==> src/rtl/core/nmb_pkg.sv <==
// Shared types, constants and tables for the boat motion step block.
`timescale 1ns / 1ps
package nmb_pkg;

  localparam int POSITION_BITS = 32;
  localparam int QUEUE_DEPTH   = 2;
  localparam int QPTR_BITS     = 1;

  localparam int PI_Q13       = 25736;
  localparam int TWO_PI_Q13   = 51472;
  localparam int PI_Q16       = 205887;
  localparam int HALF_PI_Q16  = 102944;
  localparam int CORDIC_X0    = 39797;
  localparam int CORDIC_STEPS = 16;

  // ceil(2^29 / 125): exact floor(n / 125) for n below 2^22
  localparam logic [22:0] RECIP_125 = 23'd4294968;

  localparam logic [2:0] CFG_STEP_TIME  = 3'd0;
  localparam logic [2:0] CFG_RUDDER_K   = 3'd1;
  localparam logic [2:0] CFG_INV_TC     = 3'd2;
  localparam logic [2:0] CFG_MAX_RUDDER = 3'd3;
  localparam logic [2:0] CFG_MAX_SPEED  = 3'd4;

  localparam logic [15:0] RST_STEP_TIME  = 16'd655;
  localparam logic [12:0] RST_RUDDER_K   = 13'd2048;
  localparam logic [15:0] RST_INV_TC     = 16'd2048;
  localparam logic [13:0] RST_MAX_RUDDER = 14'd5004;
  localparam logic [14:0] RST_MAX_SPEED  = 15'd12288;

  typedef struct packed {
    logic [15:0] step_time;
    logic [12:0] rudder_gain;
    logic [15:0] inv_tc;
    logic [13:0] max_rudder;
    logic [14:0] max_speed;
  } cfg_t;

  typedef struct packed {
    logic       rud_neg;
    logic [8:0] rud_mag;
    logic [9:0] thr;
  } job_t;

  function automatic logic [16:0] atan_val(input logic [3:0] i);
    logic [16:0] v;
    case (i)
      4'd0:    v = 17'd51472;
      4'd1:    v = 17'd30386;
      4'd2:    v = 17'd16055;
      4'd3:    v = 17'd8150;
      4'd4:    v = 17'd4091;
      4'd5:    v = 17'd2047;
      4'd6:    v = 17'd1024;
      4'd7:    v = 17'd512;
      4'd8:    v = 17'd256;
      4'd9:    v = 17'd128;
      4'd10:   v = 17'd64;
      4'd11:   v = 17'd32;
      4'd12:   v = 17'd16;
      4'd13:   v = 17'd8;
      4'd14:   v = 17'd4;
      default: v = 17'd2;
    endcase
    return v;
  endfunction

endpackage

==> src/rtl/core/nmb_queue.sv <==
// Two-entry queue between the input side and the step engine.
`timescale 1ns / 1ps
module nmb_queue (
  input  logic          clk,
  input  logic          rst,
  input  logic          push,
  input  nmb_pkg::job_t push_data,
  output logic          full,
  input  logic          pop,
  output nmb_pkg::job_t pop_data,
  output logic          empty
);

  nmb_pkg::job_t                  mem [nmb_pkg::QUEUE_DEPTH];
  logic [nmb_pkg::QPTR_BITS-1:0]  wr_ptr;
  logic [nmb_pkg::QPTR_BITS-1:0]  rd_ptr;
  logic [nmb_pkg::QPTR_BITS:0]    count;

  assign full     = count == (nmb_pkg::QPTR_BITS+1)'(nmb_pkg::QUEUE_DEPTH);
  assign empty    = count == '0;
  assign pop_data = mem[rd_ptr];

  always_ff @(posedge clk) begin
    if (push) begin
      mem[wr_ptr] <= push_data;
    end
  end

  always_ff @(posedge clk) begin
    if (rst) begin
      wr_ptr <= '0;
      rd_ptr <= '0;
      count  <= '0;
    end else begin
      if (push) begin
        wr_ptr <= wr_ptr + 1'b1;
      end
      if (pop) begin
        rd_ptr <= rd_ptr + 1'b1;
      end
      if (push && !pop) begin
        count <= count + 1'b1;
      end else if (pop && !push) begin
        count <= count - 1'b1;
      end
    end
  end

endmodule

==> config.mk <==
export PLATFORM = sky130hd
export DESIGN_NAME = nmb_queue
export DESIGN_NICKNAME = d
export VERILOG_FILES = /design/src/rtl/core/nmb_pkg.sv /design/src/rtl/core/nmb_queue.sv
export SDC_FILE = /design/constraint.sdc
export NUM_CORES = 1
export LEC_CHECK = 0
export BUFFER_PORTS_ARGS = -buffer_cell sky130_fd_sc_hd__buf_2
export CORE_MARGIN = 5
export CORE_UTILIZATION = 25
export DETAILED_ROUTE_END_ITERATION = 8
export GPL_TIMING_DRIVEN = 0
export PLACE_DENSITY = 0.54
export SYNTH_ARGS = -nofsm -noshare
export SYNTH_HDL_FRONTEND = slang
export SYNTH_SLANG_ARGS = --single-unit
==> constraint.sdc <==
create_clock -name clk -period 2.4 [get_ports clk]
set_input_delay 0.48 -clock clk [delete_from_list [all_inputs] [get_ports clk]]
set_output_delay 0.48 -clock clk [all_outputs]
set_load 0.02 [all_outputs]
==> Word-level counts from Yosys, hierarchy flattened <==
Memories as Yosys holds them, arrays and structs flattened. A register that Yosys moved wholly into a read port is not among the register bits.
Cells that the tools add are included.
{ "totals": {"regBits": 4, "ram_bits": 40, "out_inout_bits": 22, "elab_cells": 21, "memories": 1} }
{ "op_classes": {"add_sub_neg": 4, "eq_ne": 1, "muxes": 6, "reduce_logical": 6} }
{ "mem_list": {"columns": ["memory", "depth", "word_bits", "rd", "rd_clocked_by_memory_dff", "wr", "line", "text"], "rows": [
  ["mem", 2, 20, 1, 1, 1, "nmb_queue.sv:14", "nmb_pkg::job_t mem [nmb_pkg::QUEUE_DEPTH];"]
]} }
{ "op_table": {"columns": ["op", "count"], "rows": [
  ["1-bit 2-to-1 mux", 4],
  ["2-bit 2-to-1 mux", 2],
  ["1-bit adder (second input constant)", 2],
  ["2-bit by 1-bit adder with 2-bit output (second input constant)", 1],
  ["2-bit equality test (second input constant)", 1],
  ["1-bit logical AND", 2],
  ["1-bit zero test", 2],
  ["2-bit zero test", 1],
  ["2-bit nonzero test", 1],
  ["2-bit by 1-bit subtractor with 2-bit output (second input constant)", 1]
]} }

==> Logic depth before layout (Yosys ltp) <==
Gate-level depths: netlist of the first run.
{ "depth": {"depth_word": 4, "depth_mapped": 5, "mapped_depth_nobuf": 5} }

==> Worst setup path before layout of the first run <==
Ideal clock, no wire load.
{ "synth_path": {"path_kind": "input -> register", "start": "input push", "end": "memory mem[0][0] (netlist bit) (enable)", "setup_time_ps": 399, "arrival_time_ps": 1415, "required_time_ps": 2001, "path_slack_ps": 586, "stages": 1, "n_path_buf": 0, "cell_sequence": "nor2b_1"} }
{ "synth_via": {"elab_chain_cells": 2} }
{ "synth_lines": {"columns": ["item", "line", "text"], "rows": [
  ["start: declaration", "nmb_queue.sv:6", "input logic push,"],
  ["1-bit 2-to-1 mux", "nmb_queue.sv:24", "if (push) begin"],
  ["1-bit 2-to-1 mux (not written as such)", "nmb_queue.sv:25", "mem[wr_ptr] <= push_data;"],
  ["end: declaration", "nmb_queue.sv:14", null]
]} }
No other way between the ends.

==> metrics, run 1 <==
status completed; Gate power share 14.8%; Power Density 770.0 nW/µm²; Synth top area share 73.06%; drt pass-1 iters 2; CTS tree built; min cycle time layout 1.877 ns; die area 8298 µm²; Routed WL 2856 µm; number of synthesized register bits 45; Post-Synthesis Cells 84; Slew Viols, Final 0; layout cells sized above 1 55.80%; CORE AREA 6386 µm²; warnings from Yosys 0; CTS sink cnt 45; Residual DRC 0; Worst EP required 1.92 ns; CTS buffer count 5; HPWL after DPL 2138 µm; VDD IR max 333.8 µV; Cell Int Power 1.210 mW; I/O pin count 46; switch share 23.91%; Max-Cap Viols 0; Skew-Pair Late Insertion Delay 0.28 ns; first-pass GRT wire length 4761 µm; clock skew 0.003653 ns; Die Ht 91.10 µm; row count 29; average size of a mapped cell 19.57 µm²; Inst Count DP 207; Via density 4.051; Post-synth EDFFs 40; Flop pwr share 58.2%; RSZ-0062 raised after global routing false; crit start category register; drt first-iter violations 24; Arr. time, crit path 1.40 ns; main area contributors after synthesis edfxtp_1, mux2_2, dfxtp_1; post-synthesis sequential area ratio 79.15%; GP Congestion 0.6596; Diodes inserted 0; routed len/inst 13.28 µm; Hold Worst Slack 0.3802 ns; Vias 871; CP Capture Type output port; Post-synth top cells edfxtp_1, mux2_2, dfxtp_1, nor2_1; Fin Setup TNS 0 ns; Final Instance Count excl. Fillers 215; Synth Net Count 109; Post-layout nets 162; Die W 91.10 µm; CP Class reg2out; number of global-route vias before repair 1059; Final Hold Violating Endpoints 0; Port Buffers 45; remaining antenna violation count 0; Worst-path clk slew 0.08 ns; Final Cycle Share 78.22%; synth unique cells 15; largest net degree at the start of global routing 21; H-tree lvl count 2; most common cell in the synthesized netlist edfxtp_1; GRT Total Usage 7.225%; Final Core Density 32.35%; Area Growth Syn to Fin 25.65%; Starting Density 25.74%; cts hold-fix bufs 0; clock buffer depth 2; Final setup viols 0; worst hold path class in2reg; Crit Path Max Fanout 10; f_max 532.7 MHz; area leader, netlist edfxtp_1; dominant synthesized flop cell edfxtp_1; grt total ovfl 0; NetSw 380.4 µW; Resize count post-CTS 0; measured slew at the worst slew-check pin 0.9871 ns; Clock Power Share 27.0%; asr flop ratio synth 0%; Post-CTS Setup Repair Bufs 0; Mapped Area 1644 µm²; clock tree root driver cell clkbuf_8; Pleak 0.7850 nW; total power 1.591 mW; initial antenna violation count 0; Rel. slew slack 34.19%
==> cell type report <==
| type | instances | area (µm²) |
|---|---|---|
| well taps | 77 | 96.34 |
| fillers | 671 | 4320 |
| flip-flops and latches | 45 | 1301 |
| inverters | 1 | 3.754 |
| clock inverters | 2 | 10.01 |
| multi-input cells | 36 | 331.6 |
| repair buffers | 46 | 240.2 |
| plain buffers | 2 | 10.01 |
| clock buffers | 6 | 72.57 |
==> logic make-up (layout without fill, tap and decap cells) <==
family,Yosys count,count (layout),synth area share (%)
simple gates,9,9,2.817
flops,45,45,79.15
compound gates,2,2,0.6082
buf+inv,3,57,0.8369
xor+xnor,4,4,2.131
fa+ha+maj,1,1,0.7609
mux,20,20,13.70
==> through the flow <==
| step | cell area [µm²] | worst slack (ns) |
|---|---|---|
| finish | 2066 | 0.5228 |
| global route | 2066 | 0.4003 |
| CTS | 2066 | 0.4944 |
| detailed placement | 1983 | 0.5669 |
| global placement | 1966 | -0.05401 |
| floorplan | 1644 | 0.5860 |
==> path summary, 6_finish.rpt <==
check	depth (start not counted)	start	slack, ns	endpoint
setup reg to reg	1	wr_ptr	0.84	mem[1][14]
hold / removal	1	push_data[0]	0.38	mem[1][0]
setup / recovery	3	register	0.52	pop_data[12]
hold reg to reg	2	count[1]	0.51	count[1]
==> sequential cells by signal, indices dropped and copies added (netlist names), named ones only <==
signal,cells
count,2
mem,40
wr_ptr,1
rd_ptr,1
==> layer usage <==
layer,global-route usage [%],routed length [µm]
met1,7.427,1095
met2,12.92,1585
met3,2.975,160
met4,2.934,14
met5,0,0
==> worst max-delay path: stages (launching register included) <==
cell     delay (ns)
dfxtp_1        0.32
buf_2          0.26
mux2_2         0.37
buf_2          0.16
==> power groups by stage <==
| stage | registers, mW | clock network (mW) | logic [mW] |
|---|---|---|---|
| after floorplan | 0.939 | 0 | 0.152 |
| after global placement | 0.941 | 0 | 0.230 |
| after detailed placement | 0.945 | 0 | 0.241 |
| after CTS | 0.927 | 0.455 | 0.242 |
| after global routing | 0.931 | 0.491 | 0.259 |
| final | 0.926 | 0.430 | 0.235 |
==> cell usage in the layout, fill, tap and decap left out <==
cell / netlist / layout
a21oi_1: 1 / 1
and2_1: 1 / 1
and2b_2: 1 / 1
buf_2: 2 / 47
buf_8: 0 / 1
clkbuf_1: 0 / 1
clkbuf_8: 0 / 5
clkinv_2: 0 / 2
dfxtp_1: 5 / 5
edfxtp_1: 40 / 40
ha_1: 1 / 1
inv_1: 1 / 1
mux2_2: 20 / 20
nor2_1: 5 / 5
nor2b_2: 0 / 1
o21ai_0: 1 / 1
or3_1: 1 / 1
xnor2_1: 2 / 2
xor2_1: 2 / 2
Note: power is estimated with default switching activity, not from simulation.
==> run 2: changes to the inputs <==
==> constraint.sdc (replaced) <==
create_clock -name clk -period 1.81 [get_ports clk]
set_input_delay 0.362 -clock clk [delete_from_list [all_inputs] [get_ports clk]]
set_output_delay 0.362 -clock clk [all_outputs]
set_load 0.02 [all_outputs]
==> metrics, run 2 (synthesized netlist as in run 1, its figures left out) <==
status completed; Post-layout nets 162; GR met2 Demand/Resource 12.92%; most common cell after layout, fill and taps aside buf_2; CP Class reg2out; number of global-route vias before repair 1059; Design Area, Final 2071 µm²; drt pass-1 iters 2; Hold Crit Depth 1; RSZ-0062 raised after global routing false; min cycle time layout 1.707 ns; Worst EP required 1.45 ns; Final setup viols 0; routed len/inst 13.28 µm; Routed WL 2855 µm; Diodes inserted 0; Post-CTS Setup Repair Bufs 0; VDD IR max 442.6 µV; clock skew 0.003653 ns; Rel. slew slack 34.34%; reg2reg path depth 1; Die W 91.10 µm; Cell Int Power 1.607 mW; Residual DRC 0; drt first-iter violations 24; HPWL after DPL 2138 µm; Power Density 1020 nW/µm²; Die Ht 91.10 µm; critical path cell sequence clkbuf_4 -> mux2_2 -> buf_2; R2R Setup Slk 0.25 ns; Max-Cap Viols 0; Area Growth Syn to Fin 25.95%; reg2reg end mem[1][14]; layout cells sized above 1 55.80%; crit start category register; remaining antenna violation count 0; Largest register FFs 40; hold path start push_data[0]; Worst Setup EP pop_data[6]; slowest library cell on the worst path mux2_2; clock buffer depth 2; Final Hold Violating Endpoints 0; switch share 23.87%; CP Capture Type output port; CTS tree built; Crit Path Max Fanout 10; met1 GRT Util 7.427%; largest net degree at the start of global routing 21; grt total ovfl 0; first-pass GRT wire length 4761 µm; GRT Total Usage 7.225%; Slew Viols, Final 0; I/O pin count 46; Vias 871; measured slew at the worst slew-check pin 0.9849 ns; Via density 4.051; dpl cell area 1983 µm²; Starting Density 25.74%; CORE AREA 6386 µm²; Inst Count DP 207; Clock Power Share 27.0%; f_max 585.7 MHz; Top Registers mem x40, count x2; cts hold-fix bufs 0; initial antenna violation count 0; CTS sink cnt 45; Gate power share 14.9%; global route hottest layer met2; met3 Usage GRT 2.975%; commonest cells after routing, fill and taps aside buf_2, edfxtp_1, mux2_2; H-tree lvl count 2; worst hold path class in2reg; CTS buffer count 5; row count 29; NetSw 504.0 µW; largest reg by FF count mem; Skew-Pair Late Insertion Delay 0.28 ns; Port Buffers 45; Arr. time, crit path 1.35 ns; Final Cycle Share 94.32%; crit-path max cell delay 0.35 ns; start of the worst register-to-register path wr_ptr; Worst-path clk slew 0.08 ns; die area 8298 µm²; GP Congestion 0.6596; Final Instance Count excl. Fillers 215; clock tree root driver cell clkbuf_8; Flop pwr share 58.2%; Pleak 0.7853 nW
## run 2: repair_timing
action	in CTS	in global routing
setup endpoints to repair	0	20
endpoints found under the hold margin	0	0
resized for setup	0	3
## run 2: worst max-delay path: cells and delay by family (launching register included)
kind	cells	cell delay [ns]
buffers and inverters	2	0.38
multiplexers	1	0.35
flip-flops	1	0.33
## run 2: power by group through the flow
| stage | clock network [mW] | registers, mW | logic, mW |
|---|---|---|---|
| after floorplan | 0 | 1.24 | 0.202 |
| after global placement | 0 | 1.25 | 0.305 |
| after detailed placement | 0 | 1.25 | 0.320 |
| after CTS | 0.604 | 1.23 | 0.321 |
| after global routing | 0.651 | 1.23 | 0.346 |
| final | 0.570 | 1.23 | 0.314 |
## run 2: layout make-up
type,instances,area [µm²]
Tap cell,77,96.34
Timing Repair Buffer,46,240.2
Buffer,2,15.01
Multi-Input combinational cell,36,331.6
Sequential cell,45,1301
Inverter,1,3.754
Fill cell,671,4315
Clock inverter,2,10.01
Clock buffer,6,72.57
## run 2: per-stage QoR
step	hold WS (ns)	setup slack (ns)	utilization, %	setup TNS, ns	total power [mW]
final	0.2622	0.1027	32.43	0	2.111
after CTS	0.2464	0.02241	32.35	0	2.154
after floorplan	0.4311	0.1140	-	0	1.447
after global placement	0.4741	-0.5260	30.78	-10.51	1.552
after global routing	0.2412	0.01312	32.43	0	2.232
after detailed placement	0.4982	0.09486	31.05	0	1.572
## run 2: worst min-delay path by stage
stage | to | slack [ns]
after CTS | mem[0][0] | 0.25
final | mem[1][0] | 0.26
after detailed placement | count[1] | 0.50
after global placement | count[1] | 0.47
after floorplan | count[1] | 0.43
after global routing | mem[1][6] | 0.24
## run 2: routing by layer
layer / part of all wire, % / wire length (µm)
met1: 38 / 1095
met2: 55 / 1584
met3: 5.6 / 160
met4: 0.49 / 14
met5: 0 / 0
==> run 3: changes to the inputs <==
==> constraint.sdc (replaced) <==
create_clock -name clk -period 1.6 [get_ports clk]
set_input_delay 0.32 -clock clk [delete_from_list [all_inputs] [get_ports clk]]
set_output_delay 0.32 -clock clk [all_outputs]
set_load 0.02 [all_outputs]
==> metrics, run 3 (synthesized netlist as in run 1, its figures left out) <==
status complete, but fails checks; failing checks negative setup slack; layout cells sized above 1 58.27%; routed len/inst 14.61 µm; Starting Density 25.74%; Clock Power Share 31.4%; Area Growth Syn to Fin 43.23%; clock tree root driver cell clkbuf_8; reg2reg path depth 1; Final setup viols 14; Diodes inserted 0; Residual DRC 0; Slew Viols, Final 0; switch share 22.58%; Routed WL 3156 µm; f_max 617.4 MHz; row count 29; Gate power share 18.0%; slowest library cell on the worst path dfxtp_4; Hold Worst Slack 0.2190 ns; CTS sink cnt 45; RSZ-0062 raised after global routing true; NetSw 624.2 µW; start of the worst register-to-register path wr_ptr; hold path start push_data[17]; commonest cells after routing, fill and taps aside edfxtp_1, buf_2, buf_6, mux2_4, clkbuf_8; Flop pwr share 50.6%; largest net degree at the start of global routing 21; Skew-Pair Late Insertion Delay 0.29 ns; CP Class reg2out; min cycle time layout 1.620 ns; crit-path max cell delay 0.41 ns; Via density 4.093; Rel. slew slack 58.69%; H-tree lvl count 2; Crit Path Max Fanout 5; setup ws final -0.01978 ns; largest reg by FF count mem; Hold Crit Depth 1; worst hold path class in2reg; critical path cell sequence clkbuf_16 -> mux2_4 -> buf_6; GRT Total Usage 7.413%; Post-layout nets 163; FF/Latch Area 1305 µm²; clock buffer depth 2; CP top delay family flip-flops; number of global-route vias before repair 1026; total power 2.764 mW; Vias 884; Final Hold Violating Endpoints 0; clock skew 0.007592 ns; crit start category register; GP Congestion 0.6017; Power Density 1174 nW/µm²; measured slew at the worst slew-check pin 0.6184 ns; fillers 620; Worst EP required 1.28 ns; Arr. time, crit path 1.30 ns; Final Cycle Share 101.2%; Min-Delay Endpoint mem[0][17]; Port Buffers 45; CTS tree built; Top Registers mem x40, count x2; CTS buffer count 5; multi-input logic area 412.9 µm²; VDD IR max 466.2 µV; initial antenna violation count 0; Largest register FFs 40; Die Ht 91.10 µm; remaining antenna violation count 0; I/O pin count 46; drt first-iter violations 28; grt total ovfl 0; most common cell after layout, fill and taps aside edfxtp_1; HPWL after DPL 2144 µm; CORE AREA 6386 µm²; first-pass GRT wire length 4774 µm; Cell Int Power 2.140 mW; Die W 91.10 µm; drt pass-1 iters 2; die area 8298 µm²; reg2reg end mem[1][0]; Post-CTS Setup Repair Bufs 0; Max-Cap Viols 0; Pleak 0.9358 nW; CP Capture Type output port; Worst-path clk slew 0.08 ns; R2R Setup Slk 0.29 ns; Buf/Inv on CP 2
[run 3: cell count changes in the layout (fill, tap and decap cells not counted), sizes merged]
| cell | change |
|---|---|
| clkinvlp | +1 |
| buf | +1 |
| clkinv | -2 |
| bufinv | +1 |
[run 3: area by class of cell]
class / count / share of cell area, %
inverters: 1 / 0.1594
flip-flops and latches: 45 / 55.42
clock buffers: 6 / 3.507
multi-input cells: 36 / 17.53
repair buffers: 47 / 16.42
plain buffers: 2 / 1.275
clock inverters: 2 / 1.594
well taps: 77 / 4.091
[run 3: metrics by stage]
step | utilization [%] | std cells | instance area [µm²] | setup TNS [ns] | setup WS [ns]
2_1_floorplan | - | 84 | 1647 | 0 | 0.3131
3_3_place_gp | 30.82 | 206 | 1968 | -1.678 | -0.08516
3_5_place_dp | 30.82 | 206 | 1968 | -4.351 | -0.1666
4_1_cts | 34.70 | 215 | 2216 | -0.7350 | -0.06985
5_1_grt | 36.87 | 216 | 2355 | -1.553 | -0.08560
6_report | 36.87 | 216 | 2355 | -0.1537 | -0.01978
[run 3: power by group through the flow]
stage	clock network [mW]	registers, mW	logic, mW
3_5_place_dp	0	1.42	0.356
6_report	0.868	1.40	0.498
5_1_grt	0.944	1.41	0.531
4_1_cts	0.897	1.40	0.428
2_1_floorplan	0	1.41	0.229
3_3_place_gp	0	1.41	0.346
[run 3: metal layers]
metal  GRT usage (%)  vias to the layer above  routed length, µm
li1                -                      420                  -
met4           2.934                        0                 12
met2           13.10                       25               1783
met5               0                        -                  0
met1           7.628                      437               1185
met3           3.306                        2                173
[run 3: how the worst max path moves through the flow]
stage	endpoint	slack, ns	cells after the start
final	pop_data[14]	-0.02	3
after global routing	pop_data[15]	-0.09	3
after CTS	pop_data[12]	-0.07	3
after detailed placement	mem[0][0]	-0.17	2
after global placement	mem[0][0]	-0.09	2
after floorplan	mem[0][0]	0.31	1
[run 3: repair_timing]
item	in CTS	in global routing
setup endpoints to repair	40	20
hold buffers	0	0
gates cloned	1	1
gates resized for setup	38	34
