<file path="config.mk">
export PLATFORM = sky130hd
export DESIGN_NAME = nmb_front
export DESIGN_NICKNAME = d
export VERILOG_FILES = /design/src/rtl/core/nmb_pkg.sv /design/src/rtl/core/nmb_front.sv
export SDC_FILE = /design/constraint.sdc
export NUM_CORES = 1
export LEC_CHECK = 0
export BUFFER_PORTS_ARGS = -buffer_cell sky130_fd_sc_hd__clkbuf_2
export CORE_MARGIN = 2
export CORE_UTILIZATION = 54
export DETAILED_ROUTE_END_ITERATION = 8
export PLACE_DENSITY = 0.91
export SLEW_MARGIN = 10
export SYNTH_ARGS = -nofsm -noshare
export SYNTH_HDL_FRONTEND = slang
export SYNTH_SLANG_ARGS = --single-unit
export TNS_END_PERCENT = 30
</file>
<file path="constraint.sdc">
create_clock -name vclk -period 7.7
set_input_delay 0.77 -clock vclk [all_inputs]
set_output_delay 0.77 -clock vclk [all_outputs]
set_load 0.1 [all_outputs]
</file>
<file path="src/rtl/core/nmb_pkg.sv">
// Shared types, constants and tables for the boat motion step block.
`timescale 1ns / 1ps
package nmb_pkg;

  localparam int POSITION_BITS = 32;
  localparam int QUEUE_DEPTH   = 2;
  localparam int QPTR_BITS     = 1;

  localparam int PI_Q13       = 25736;
  localparam int TWO_PI_Q13   = 51472;
  localparam int PI_Q16       = 205887;
  localparam int HALF_PI_Q16  = 102944;
  localparam int CORDIC_X0    = 39797;
  localparam int CORDIC_STEPS = 16;

  // ceil(2^29 / 125): exact floor(n / 125) for n below 2^22
  localparam logic [22:0] RECIP_125 = 23'd4294968;

  localparam logic [2:0] CFG_STEP_TIME  = 3'd0;
  localparam logic [2:0] CFG_RUDDER_K   = 3'd1;
  localparam logic [2:0] CFG_INV_TC     = 3'd2;
  localparam logic [2:0] CFG_MAX_RUDDER = 3'd3;
  localparam logic [2:0] CFG_MAX_SPEED  = 3'd4;

  localparam logic [15:0] RST_STEP_TIME  = 16'd655;
  localparam logic [12:0] RST_RUDDER_K   = 13'd2048;
  localparam logic [15:0] RST_INV_TC     = 16'd2048;
  localparam logic [13:0] RST_MAX_RUDDER = 14'd5004;
  localparam logic [14:0] RST_MAX_SPEED  = 15'd12288;

  typedef struct packed {
    logic [15:0] step_time;
    logic [12:0] rudder_gain;
    logic [15:0] inv_tc;
    logic [13:0] max_rudder;
    logic [14:0] max_speed;
  } cfg_t;

  typedef struct packed {
    logic       rud_neg;
    logic [8:0] rud_mag;
    logic [9:0] thr;
  } job_t;

  function automatic logic [16:0] atan_val(input logic [3:0] i);
    logic [16:0] v;
    case (i)
      4'd0:    v = 17'd51472;
      4'd1:    v = 17'd30386;
      4'd2:    v = 17'd16055;
      4'd3:    v = 17'd8150;
      4'd4:    v = 17'd4091;
      4'd5:    v = 17'd2047;
      4'd6:    v = 17'd1024;
      4'd7:    v = 17'd512;
      4'd8:    v = 17'd256;
      4'd9:    v = 17'd128;
      4'd10:   v = 17'd64;
      4'd11:   v = 17'd32;
      4'd12:   v = 17'd16;
      4'd13:   v = 17'd8;
      4'd14:   v = 17'd4;
      default: v = 17'd2;
    endcase
    return v;
  endfunction

endpackage

</file>
<file path="src/rtl/core/nmb_front.sv">
// Input side: clamps pulse widths and splits the rudder into sign and magnitude.
`timescale 1ns / 1ps
module nmb_front (
  input  logic            in_valid,
  output logic            in_ready,
  input  logic [11:0]     rudder_pwm,
  input  logic [11:0]     throttle_pwm,
  input  logic            q_full,
  output logic            q_push,
  output nmb_pkg::job_t   q_data
);

  logic [11:0] rud_c;
  logic [11:0] thr_c;
  logic [11:0] rud_d;
  logic [11:0] thr_d;

  always_comb begin
    if (rudder_pwm < 12'd1000) begin
      rud_c = 12'd1000;
    end else if (rudder_pwm > 12'd2000) begin
      rud_c = 12'd2000;
    end else begin
      rud_c = rudder_pwm;
    end
    if (throttle_pwm < 12'd1000) begin
      thr_c = 12'd1000;
    end else if (throttle_pwm > 12'd2000) begin
      thr_c = 12'd2000;
    end else begin
      thr_c = throttle_pwm;
    end
    q_data.rud_neg = rud_c < 12'd1500;
    rud_d = q_data.rud_neg ? (12'd1500 - rud_c) : (rud_c - 12'd1500);
    thr_d = thr_c - 12'd1000;
    q_data.rud_mag = rud_d[8:0];
    q_data.thr     = thr_d[9:0];
  end

  assign in_ready = !q_full;
  assign q_push   = in_valid && !q_full;

endmodule

</file>
# Word-level counts from Yosys, hierarchy flattened
# Index checks and enable logic that the tools add are counted.
[classes]
n_reduce_logical = 2
mux = 5
magnitude_cmp = 5
addsub = 3
[op_table]
columns = ["operator", "n"]
rows = [
  ["12-bit by 11-bit greater-than comparator with 1-bit output, second input constant", 2],
  ["12-bit by 10-bit < comparator with 1-bit output, second input constant", 2],
  ["12-bit 2-to-1 mux", 2],
  ["10-bit 2-to-1 mux", 2],
  ["12-bit by 11-bit < comparator with 1-bit output, second input constant", 1],
  ["10-bit subtractor, second input constant", 1],
  ["9-bit 2-to-1 mux", 1],
  ["9-bit subtractor, first input constant", 1],
  ["9-bit subtractor, second input constant", 1],
  ["1-bit logical AND", 1],
  ["1-bit logical NOT", 1],
]
[word_totals]
reg_bits = 0
elab_cells = 15
out_inout_bits = 22

# Depth between registers and ports, before layout
# Gate-level depths: netlist of run 1.
[logic_depth]
word_depth = 5
mapped_depth = 11
ltp_nobuf = 10

# Least setup slack after synthesis of run 1
# OpenSTA, ideal clock, no wires.
[synth_timing]
path_type = "in2out"
from = "input port rudder_pwm[7]"
to = "output port q_data[17] (netlist bit)"
t_arrival_ns = 4.711
path_buffers = 1
setup_slack_ns = 2.219
required_ns = 6.930
cell_stages = 10
cell_sequence = "buf_4 nand4_4 or4_4 a31oi_4 and2_1 ha_1 a21oi_1 o21ai_1 inv_1 a21oi_1"
[synth_lines]
columns = ["item", "line", "rtl"]
rows = [
  ["start: declaration", "nmb_front.sv:6", "input logic [11:0] rudder_pwm,"],
  ["end: declaration", "nmb_front.sv:10", "output nmb_pkg::job_t q_data"],
]

==> results of run 1 <==
-- power groups by stage --
| stage | Clock [mW] | Sequential [mW] | Combinational (mW) |
|---|---|---|---|
| 6_report | 0 | 0 | 0.155 |
| 4_1_cts | 0 | 0 | 0.154 |
| 3_5_place_dp | 0 | 0 | 0.154 |
| 3_3_place_gp | 0 | 0 | 0.152 |
| 5_1_grt | 0 | 0 | 0.163 |
| 2_1_floorplan | 0 | 0 | 0.128 |
-- logic make-up (layout without fill, tap and decap cells) --
kind of cell               Yosys count  count (layout)  synth area share, %
and+or+nand+nor                     56              56                 30.1
adders and majority gates            4               4                 4.89
muxes                                3               3                 2.93
xor gates and xnor gates             8               8                 6.85
AOI/OAI and AO/OA                   58              58                 43.4
buffers and inverters               21              61                 11.9
-- stage by stage --
step	total power [mW]	instance area [um^2]	std cells	setup slack, ns
6_report	0.155	1220	215	3.08
5_1_grt	0.163	1220	215	2.88
4_1_cts	0.154	1220	215	3.11
3_5_place_dp	0.154	1220	215	3.12
3_3_place_gp	0.152	1220	215	3.24
2_1_floorplan	0.128	1020	150	2.22
-- cell type report --
type / count / area, um^2
fillers: 165 / 523
multi-input cells: 129 / 902
well taps: 25 / 31.3
repair buffers: 48 / 240
inverters: 13 / 48.8
-- per-layer routing --
metal	global-route usage, %	up-vias
met5	0	-
met4	10.8	0
met3	2.64	10
met2	56.8	85
met1	31.3	613
li1	-	644
-- final timing paths --
check | slack, ns | cells after the start | to
worst max-delay path | 3.08 | 12 | q_data[18]
worst min-delay path | 2.02 | 3 | in_ready
-- critical path: stages --
cell	delay [ns]
clkbuf_2	0.18
nand4_4	0.19
or4_4	0.55
a31oi_4	0.25
and2_1	0.22
ha_1	0.23
a21oi_1	0.10
o21ai_1	0.42
inv_1	0.19
o221ai_1	0.11
and4b_1	0.20
clkbuf_2	0.45
-- synth_stat cells, types with 3 or more instances --
cell type,n
nor3_1,3
or2_2,3
and2_1,5
inv_1,13
ha_1,4
nor2_1,13
buf_4,4
nand3_1,6
mux2i_1,3
a211oi_1,6
a21oi_1,17
nand2_1,14
o21ai_0,9
xnor2_1,7
o41ai_1,3
==> metrics.yaml, run 1 <==
drt:
  drt-met1-wl_mm: 1.09
  wl_per_cell_um: 14.4
  highest_layer: "met4"
  avgViaCountPerCell: 6.29
  drc: 0
  postRouteAntennaNets: 0
  wl_met2_mm: 1.64
  drtPass1Iterations: 4
  drt_iter0_markers: 55
  dr_wl_met3_um: 289
  wl_mm: 3.09
  vias: 1352
grt:
  grtUsageTotal_pct: 28.9
  overflow: 0
  grt_pass1_wl_mm: 4.84
  grt_antenna_before_repair: 0
  grt_max_degree: 17
  grt_pass1_vias: 1181
hold_path:
  hp-start: "q_full"
  min_path_type: "in -> out"
power:
  switching_share_pct: 79.8
  switchingPower_mw: 0.124
  clkPwrFrac_pct: 0
  intPower_mw: 0.0313
  p_seq_share_pct: 0
  p_comb_share_pct: 100.0
  ir_drop_mv: 0.0798
  power_density_mw_per_mm2: 127
  p_leak_nw: 0.565
flow_run:
  maxCapViolCount: 0
clocking:
  cts-resized-gates: 0
  holdBufCountCts: 0
  post-cts-setup-buffers: 0
timing:
  period_share_pct: 60.0
  fin_crit_ns: 4.62
  max_freq_ghz: 0.216
  slew-limit-headroom_pct: 63.1
  hold_ws_ns: 2.02
  worst_slew_pin_slew_ns: 0.555
  tns_ns: 0
  setup_violations: 0
  finalMaxSlewViolations: 0
  rsz0062_at_grt: "false"
  hold_viol: 0
cells_and_area:
  antenna_cells: 0
  final_util_pct: 70.0
  drive_gt1_share_pct: 31.1
  mostFrequentLayoutCells: "clkbuf_2, a21oi_1, nand2_1"
  fin_nets: 222
  clkbuf_count: 0
  area_growth_pct: 19.4
  seqCellArea_um2: 0
  seq_cell_count: 0
  layout.cells.most_common: "clkbuf_2"
logic_synthesis:
  synth_top_area_share_pct: 8.31
  synth_nets: 180
  synth_area_leaders: "a21oi_1, xnor2_1, a2111oi_4"
  synth_cell_types: 47
  syn-cell-area_mm2: 0.00102
  yosysTopAreaCell: "a21oi_1"
  seq_area_frac_synth_pct: 0
  netlist_instances: 150
  yosysWarnings: 0
  avgSynthCellArea_um2: 6.82
setup_path:
  cp_data_required_time_ns: 6.93
  worstPathArrival_ns: 3.85
  crit_path_start_kind: "input port"
  crit_type: "in -> out"
  startpoint: "rudder_pwm[6]"
  crit_fanout: 9
  timing.critical_path.to_type: "primary output"
die:
  ios: 48
  die_h_um: 47.5
  core.rowCount: 15
  core_region_area_mm2: 0.00175
  initial_core_util_pct: 58.6
  design.die.area_mm2: 0.00226
  die-width_um: 47.5
placement:
  gp_congestion: 0.961
  dp_hpwl_mm: 2.55
  portBuffers: 48
status:
  status: "finished, final reports clean"
No activity file was read; power rests on OpenSTA's default activity.
==> run 2: changes to the inputs <==
- CORE_UTILIZATION: 54 -> 45
- PLACE_DENSITY: 0.91 -> 0.81
- clock period: 7.7 -> 3.9 ns (I/O delays scaled with it)
==> metrics.yaml, run 2 (synthesized netlist as in run 1, its figures left out) <==
status:
  status: "finished, final reports clean"  # unchanged
grt:
  grtUsageTotal_pct: 24.4  # was 28.9%
  grt_pass1_vias: 1258  # was 1,181
  grt_antenna_before_repair: 0  # unchanged
  overflow: 0  # unchanged
  grt_max_degree: 17  # unchanged
  grt_pass1_wl_mm: 5.24  # was 4.84 mm
drt:
  drtPass1Iterations: 5  # was 4
  vias: 1351  # was 1,352
  wl_mm: 3.24  # was 3.09 mm
  avgViaCountPerCell: 6.17  # was 6.29
  drc: 0  # unchanged
  drt_iter0_markers: 51  # was 55
  postRouteAntennaNets: 0  # unchanged
  wl_per_cell_um: 14.8  # was 14.4 um
setup_path:
  crit_path_start_kind: "input port"  # unchanged
  crit_fanout: 9  # unchanged
  crit_type: "in -> out"  # unchanged
  worstPathArrival_ns: 3.23  # was 3.85 ns
  cp_data_required_time_ns: 3.51  # was 6.93 ns
  timing.critical_path.to_type: "primary output"  # unchanged
cells_and_area:
  clkbuf_count: 0  # unchanged
  fillers: 210  # was 165
  fin_nets: 223  # was 222
  area_growth_pct: 25.7  # was 19.4%
  drive_gt1_share_pct: 33.0  # was 31.1%
  seqCellArea_um2: 0  # unchanged
  antenna_cells: 0  # unchanged
  layout.cells.most_common: "clkbuf_2"  # unchanged
  mostFrequentLayoutCells: "clkbuf_2, a21oi_1, nand2_1"  # unchanged
  seq_cell_count: 0  # unchanged
  instances_no_fill: 219  # was 215
timing:
  tns_ns: 0  # unchanged
  worst_slew_pin_slew_ns: 0.594  # was 0.555 ns
  slew-limit-headroom_pct: 60.2  # was 63.1%
  hold_viol: 0  # unchanged
  fin_crit_ns: 3.62
  period_share_pct: 92.8
  setup_violations: 0  # unchanged
  rsz0062_at_grt: "false"  # unchanged
  finalMaxSlewViolations: 0  # unchanged
  max_freq_ghz: 0.276
  hold_ws_ns: 1.26  # was 2.02 ns
placement:
  gp_congestion: 0.931  # was 0.961
  post-place-cells: 219  # was 215
  dp_hpwl_mm: 2.51  # was 2.55 mm
  portBuffers: 48  # unchanged
die:
  die_h_um: 51.7  # was 47.5 um
  core.rowCount: 17  # was 15
  core_region_area_mm2: 0.00219  # was 0.00175 mm^2
  ios: 48  # unchanged
  initial_core_util_pct: 46.7  # was 58.6%
  die-width_um: 51.7  # was 47.5 um
  design.die.area_mm2: 0.00267  # was 0.00226 mm^2
power:
  switchingPower_mw: 0.249  # was 0.124 mW
  clkPwrFrac_pct: 0  # about the same
  total_power_mw: 0.324  # was 0.155 mW
  intPower_mw: 0.0754  # was 0.0313 mW
  ir_drop_mv: 0.147  # was 0.0798 mV
  p_seq_share_pct: 0  # about the same
  p_leak_nw: 0.590  # was 0.565 nW
  power_density_mw_per_mm2: 252  # was 127 mW/mm^2
  switching_share_pct: 76.7  # was 79.8%
  p_comb_share_pct: 100.0  # about the same
flow_run:
  maxCapViolCount: 0  # unchanged
hold_path:
  min_path_type: "in -> out"  # unchanged
[run 2: layout make-up]
type | instances | area (um^2) | share of cell area (%)
well taps | 28 | 35.0 | 2.72
multi-input cells | 129 | 920 | 71.5
repair buffers | 49 | 283 | 22.0
inverters | 13 | 48.8 | 3.79
[run 2: through the flow]
stage / util [%] / setup WS (ns) / area, um^2
final: 58.7 / 0.279 / 1290
after global routing: 58.7 / 0.0596 / 1290
after CTS: 58.4 / 0.231 / 1280
after detailed placement: 58.4 / 0.256 / 1280
after global placement: 58.4 / 0.327 / 1280
after floorplan: - / -0.423 / 1030
[run 2: critical path: stages]
cell	delay (ns)
clkbuf_2	0.18
nand4_4	0.18
or4_4	0.55
a31oi_4	0.25
and2_1	0.23
ha_1	0.23
a21boi_1	0.26
a21oi_1	0.10
o21ai_0	0.24
o41ai_2	0.12
xnor2_1	0.28
buf_12	0.22
[run 2: final timing paths]
path / from / endpoint / slack (ns) / cells past startpoint
worst max-delay path: rudder_pwm[6] / q_data[16] / 0.28 / 12
worst min-delay path: q_full / in_ready / 1.26 / 3
[run 2: power groups by stage]
stage / Sequential (mW) / Clock [mW] / Combinational (mW)
final: 0 / 0 / 0.324
after global routing: 0 / 0 / 0.340
after CTS: 0 / 0 / 0.322
after detailed placement: 0 / 0 / 0.321
after global placement: 0 / 0 / 0.316
after floorplan: 0 / 0 / 0.255
[run 2: layer usage]
| layer | routed length [um] | track usage (%) | share of wire, % | vias to the layer above |
|---|---|---|---|---|
| met2 | 1620 | 44.4 | 50 | 78 |
| met1 | 1350 | 30.9 | 42 | 623 |
| met4 | 37 | 6.58 | 1.1 | 0 |
| met5 | 0 | 0 | 0 | - |
| li1 | - | - | - | 644 |
| met3 | 238 | 1.44 | 7.3 | 6 |
[run 2: what timing repair did]
action / in CTS / in global routing
setup buffers: 0 / 0
hold buffers: 0 / 0
endpoints found under the setup margin: 0 / 1
resized for setup: 0 / 2
==> run 3: changes to the inputs <==
- CORE_UTILIZATION: 45 -> 50
- PLACE_DENSITY: 0.81 -> 0.85
- clock period: 3.9 -> 3.7 ns (I/O delays scaled with it)
==> metrics.yaml, run 3 (synthesized netlist as in run 1, its figures left out) <==
cells_and_area:
  fillers: 169  # was 210
  seqCellArea_um2: 0  # unchanged
  seq_cell_count: 0  # unchanged
  layout.cells.most_common: "clkbuf_2"  # unchanged
  antenna_cells: 0  # unchanged
  fin_nets: 226  # was 223
  clkbuf_count: 0  # unchanged
  final_util_pct: 71.0  # was 58.7%
  area_growth_pct: 34.7  # was 25.7%
  postLayoutCellArea_mm2: 0.00138  # was 0.00129 mm^2
  mostFrequentLayoutCells: "clkbuf_2, a21oi_1, nand2_1"  # unchanged
  drive_gt1_share_pct: 35.1  # was 33.0%
die:
  die-width_um: 49.2  # was 51.7 um
  core_region_area_mm2: 0.00194  # was 0.00219 mm^2
  design.die.area_mm2: 0.00243  # was 0.00267 mm^2
  initial_core_util_pct: 52.7  # was 46.7%
  core.rowCount: 16  # was 17
  ios: 48  # unchanged
  die_h_um: 49.2  # was 51.7 um
drt:
  wl_mm: 3.10  # was 3.24 mm
  avgViaCountPerCell: 6.09  # was 6.17
  drc: 0  # unchanged
  drtPass1Iterations: 4  # was 5
  wl_per_cell_um: 14.0  # was 14.8 um
  vias: 1345  # was 1,351
  postRouteAntennaNets: 0  # unchanged
  drt_iter0_markers: 30  # was 51
grt:
  grt_pass1_wl_mm: 5.40  # was 5.24 mm
  grtUsageTotal_pct: 26.3  # was 24.4%
  grt_max_degree: 17  # unchanged
  overflow: 0  # unchanged
  grt_pass1_vias: 1250  # was 1,258
  grt_antenna_before_repair: 0  # unchanged
setup_path:
  worstPathArrival_ns: 3.15  # was 3.23 ns
  crit_path_start_kind: "input port"  # unchanged
  crit_fanout: 9  # unchanged
  cp_data_required_time_ns: 3.33  # was 3.51 ns
  crit_path_end: "q_data[14]"  # was q_data[16]
  crit_type: "in -> out"  # unchanged
  startpoint: "rudder_pwm[6]"  # unchanged
  timing.critical_path.to_type: "primary output"  # unchanged
flow_run:
  maxCapViolCount: 0  # unchanged
placement:
  dp_hpwl_mm: 2.55  # was 2.51 mm
  portBuffers: 48  # unchanged
  placed_area_mm2: 0.00137  # was 0.00128 mm^2
  gp_congestion: 0.960  # was 0.931
timing:
  slew-limit-headroom_pct: 61.7  # was 60.2%
  worst_slew_pin_slew_ns: 0.571  # was 0.594 ns
  hold_ws_ns: 1.21  # was 1.26 ns
  period_share_pct: 95.1
  finalMaxSlewViolations: 0  # unchanged
  hold_viol: 0  # unchanged
  max_freq_ghz: 0.284
  fin_crit_ns: 3.52
  setup_violations: 0  # unchanged
power:
  p_comb_share_pct: 100.0  # about the same
  ir_drop_mv: 0.265  # was 0.147 mV
  p_leak_nw: 0.629  # was 0.590 nW
  switchingPower_mw: 0.266  # was 0.249 mW
  p_seq_share_pct: 0  # about the same
  intPower_mw: 0.0996  # was 0.0754 mW
  switching_share_pct: 72.7  # was 76.7%
  power_density_mw_per_mm2: 265  # was 252 mW/mm^2
  clkPwrFrac_pct: 0  # about the same
  total_power_mw: 0.365  # was 0.324 mW
clocking:
  post-cts-setup-buffers: 0  # unchanged
status:
  status: "finished, final reports clean"  # unchanged
hold_path:
  min_path_type: "in -> out"  # unchanged
## run 3: changes by cell type in the layout (fill, tap and decap cells not counted)
cell,previous run,this run
buf_4,3,6
xnor2_1,7,6
xnor2_2,0,1
a21oi_2,1,2
buf_12,2,6
a21oi_1,16,15
clkbuf_2,44,40
## run 3: through the flow
stage	setup slack [ns]	TNS, ns	instances
after floorplan	-0.581	-3.47	150
after global placement	0.143	0	221
after detailed placement	0.0630	0	221
after CTS	0.0508	0	221
after global routing	-0.00235	-0.00235	221
final	0.181	0	221
## run 3: worst max-delay path: stages
cell      delay [ns]
clkbuf_2        0.18
nand4_4         0.18
or4_4           0.55
a31oi_4         0.26
and2_1          0.23
ha_1            0.25
o21ai_0         0.14
a21oi_2         0.23
nor3_1          0.10
mux2i_1         0.18
xor2_1          0.25
buf_12          0.21
## run 3: area by class of cell
cell class,instances,area (um^2),share of cell area (%)
tap,27,33.8,2.45
timing repair buffer,52,365,26.5
multi-input combinational,129,931,67.5
inverter,13,48.8,3.54
## run 3: layer usage
metal	vias to the layer above	global-route usage (%)	part of all wire (%)
li1	653	-	-
met4	0	3.81	0.45
met2	78	47.3	49
met1	612	34.9	42
met3	2	1.23	8.2
met5	-	0	0
## run 3: how the worst min path moves through the flow
stage / depth (start not counted) / to / from
6_report: 4 / q_data[11] / rudder_pwm[1]
5_1_grt: 3 / in_ready / q_full
4_1_cts: 4 / q_data[11] / rudder_pwm[1]
3_5_place_dp: 4 / q_data[11] / rudder_pwm[1]
3_3_place_gp: 4 / q_data[11] / rudder_pwm[1]
2_1_floorplan: 1 / q_data[7] / throttle_pwm[7]
## run 3: timing repair
| action | in CTS | in global routing |
|---|---|---|
| endpoints found under the setup margin | 0 | 2 |
| resized for setup | 0 | 3 |
| hold buffers | 0 | 0 |
## run 3: power by group through the flow
stage                     Clock, mW  Sequential (mW)  Combinational [mW]
after CTS                         0                0               0.363
final                             0                0               0.365
after floorplan                   0                0               0.271
after detailed placement          0                0               0.362
after global placement            0                0               0.357
after global routing              0                0               0.382
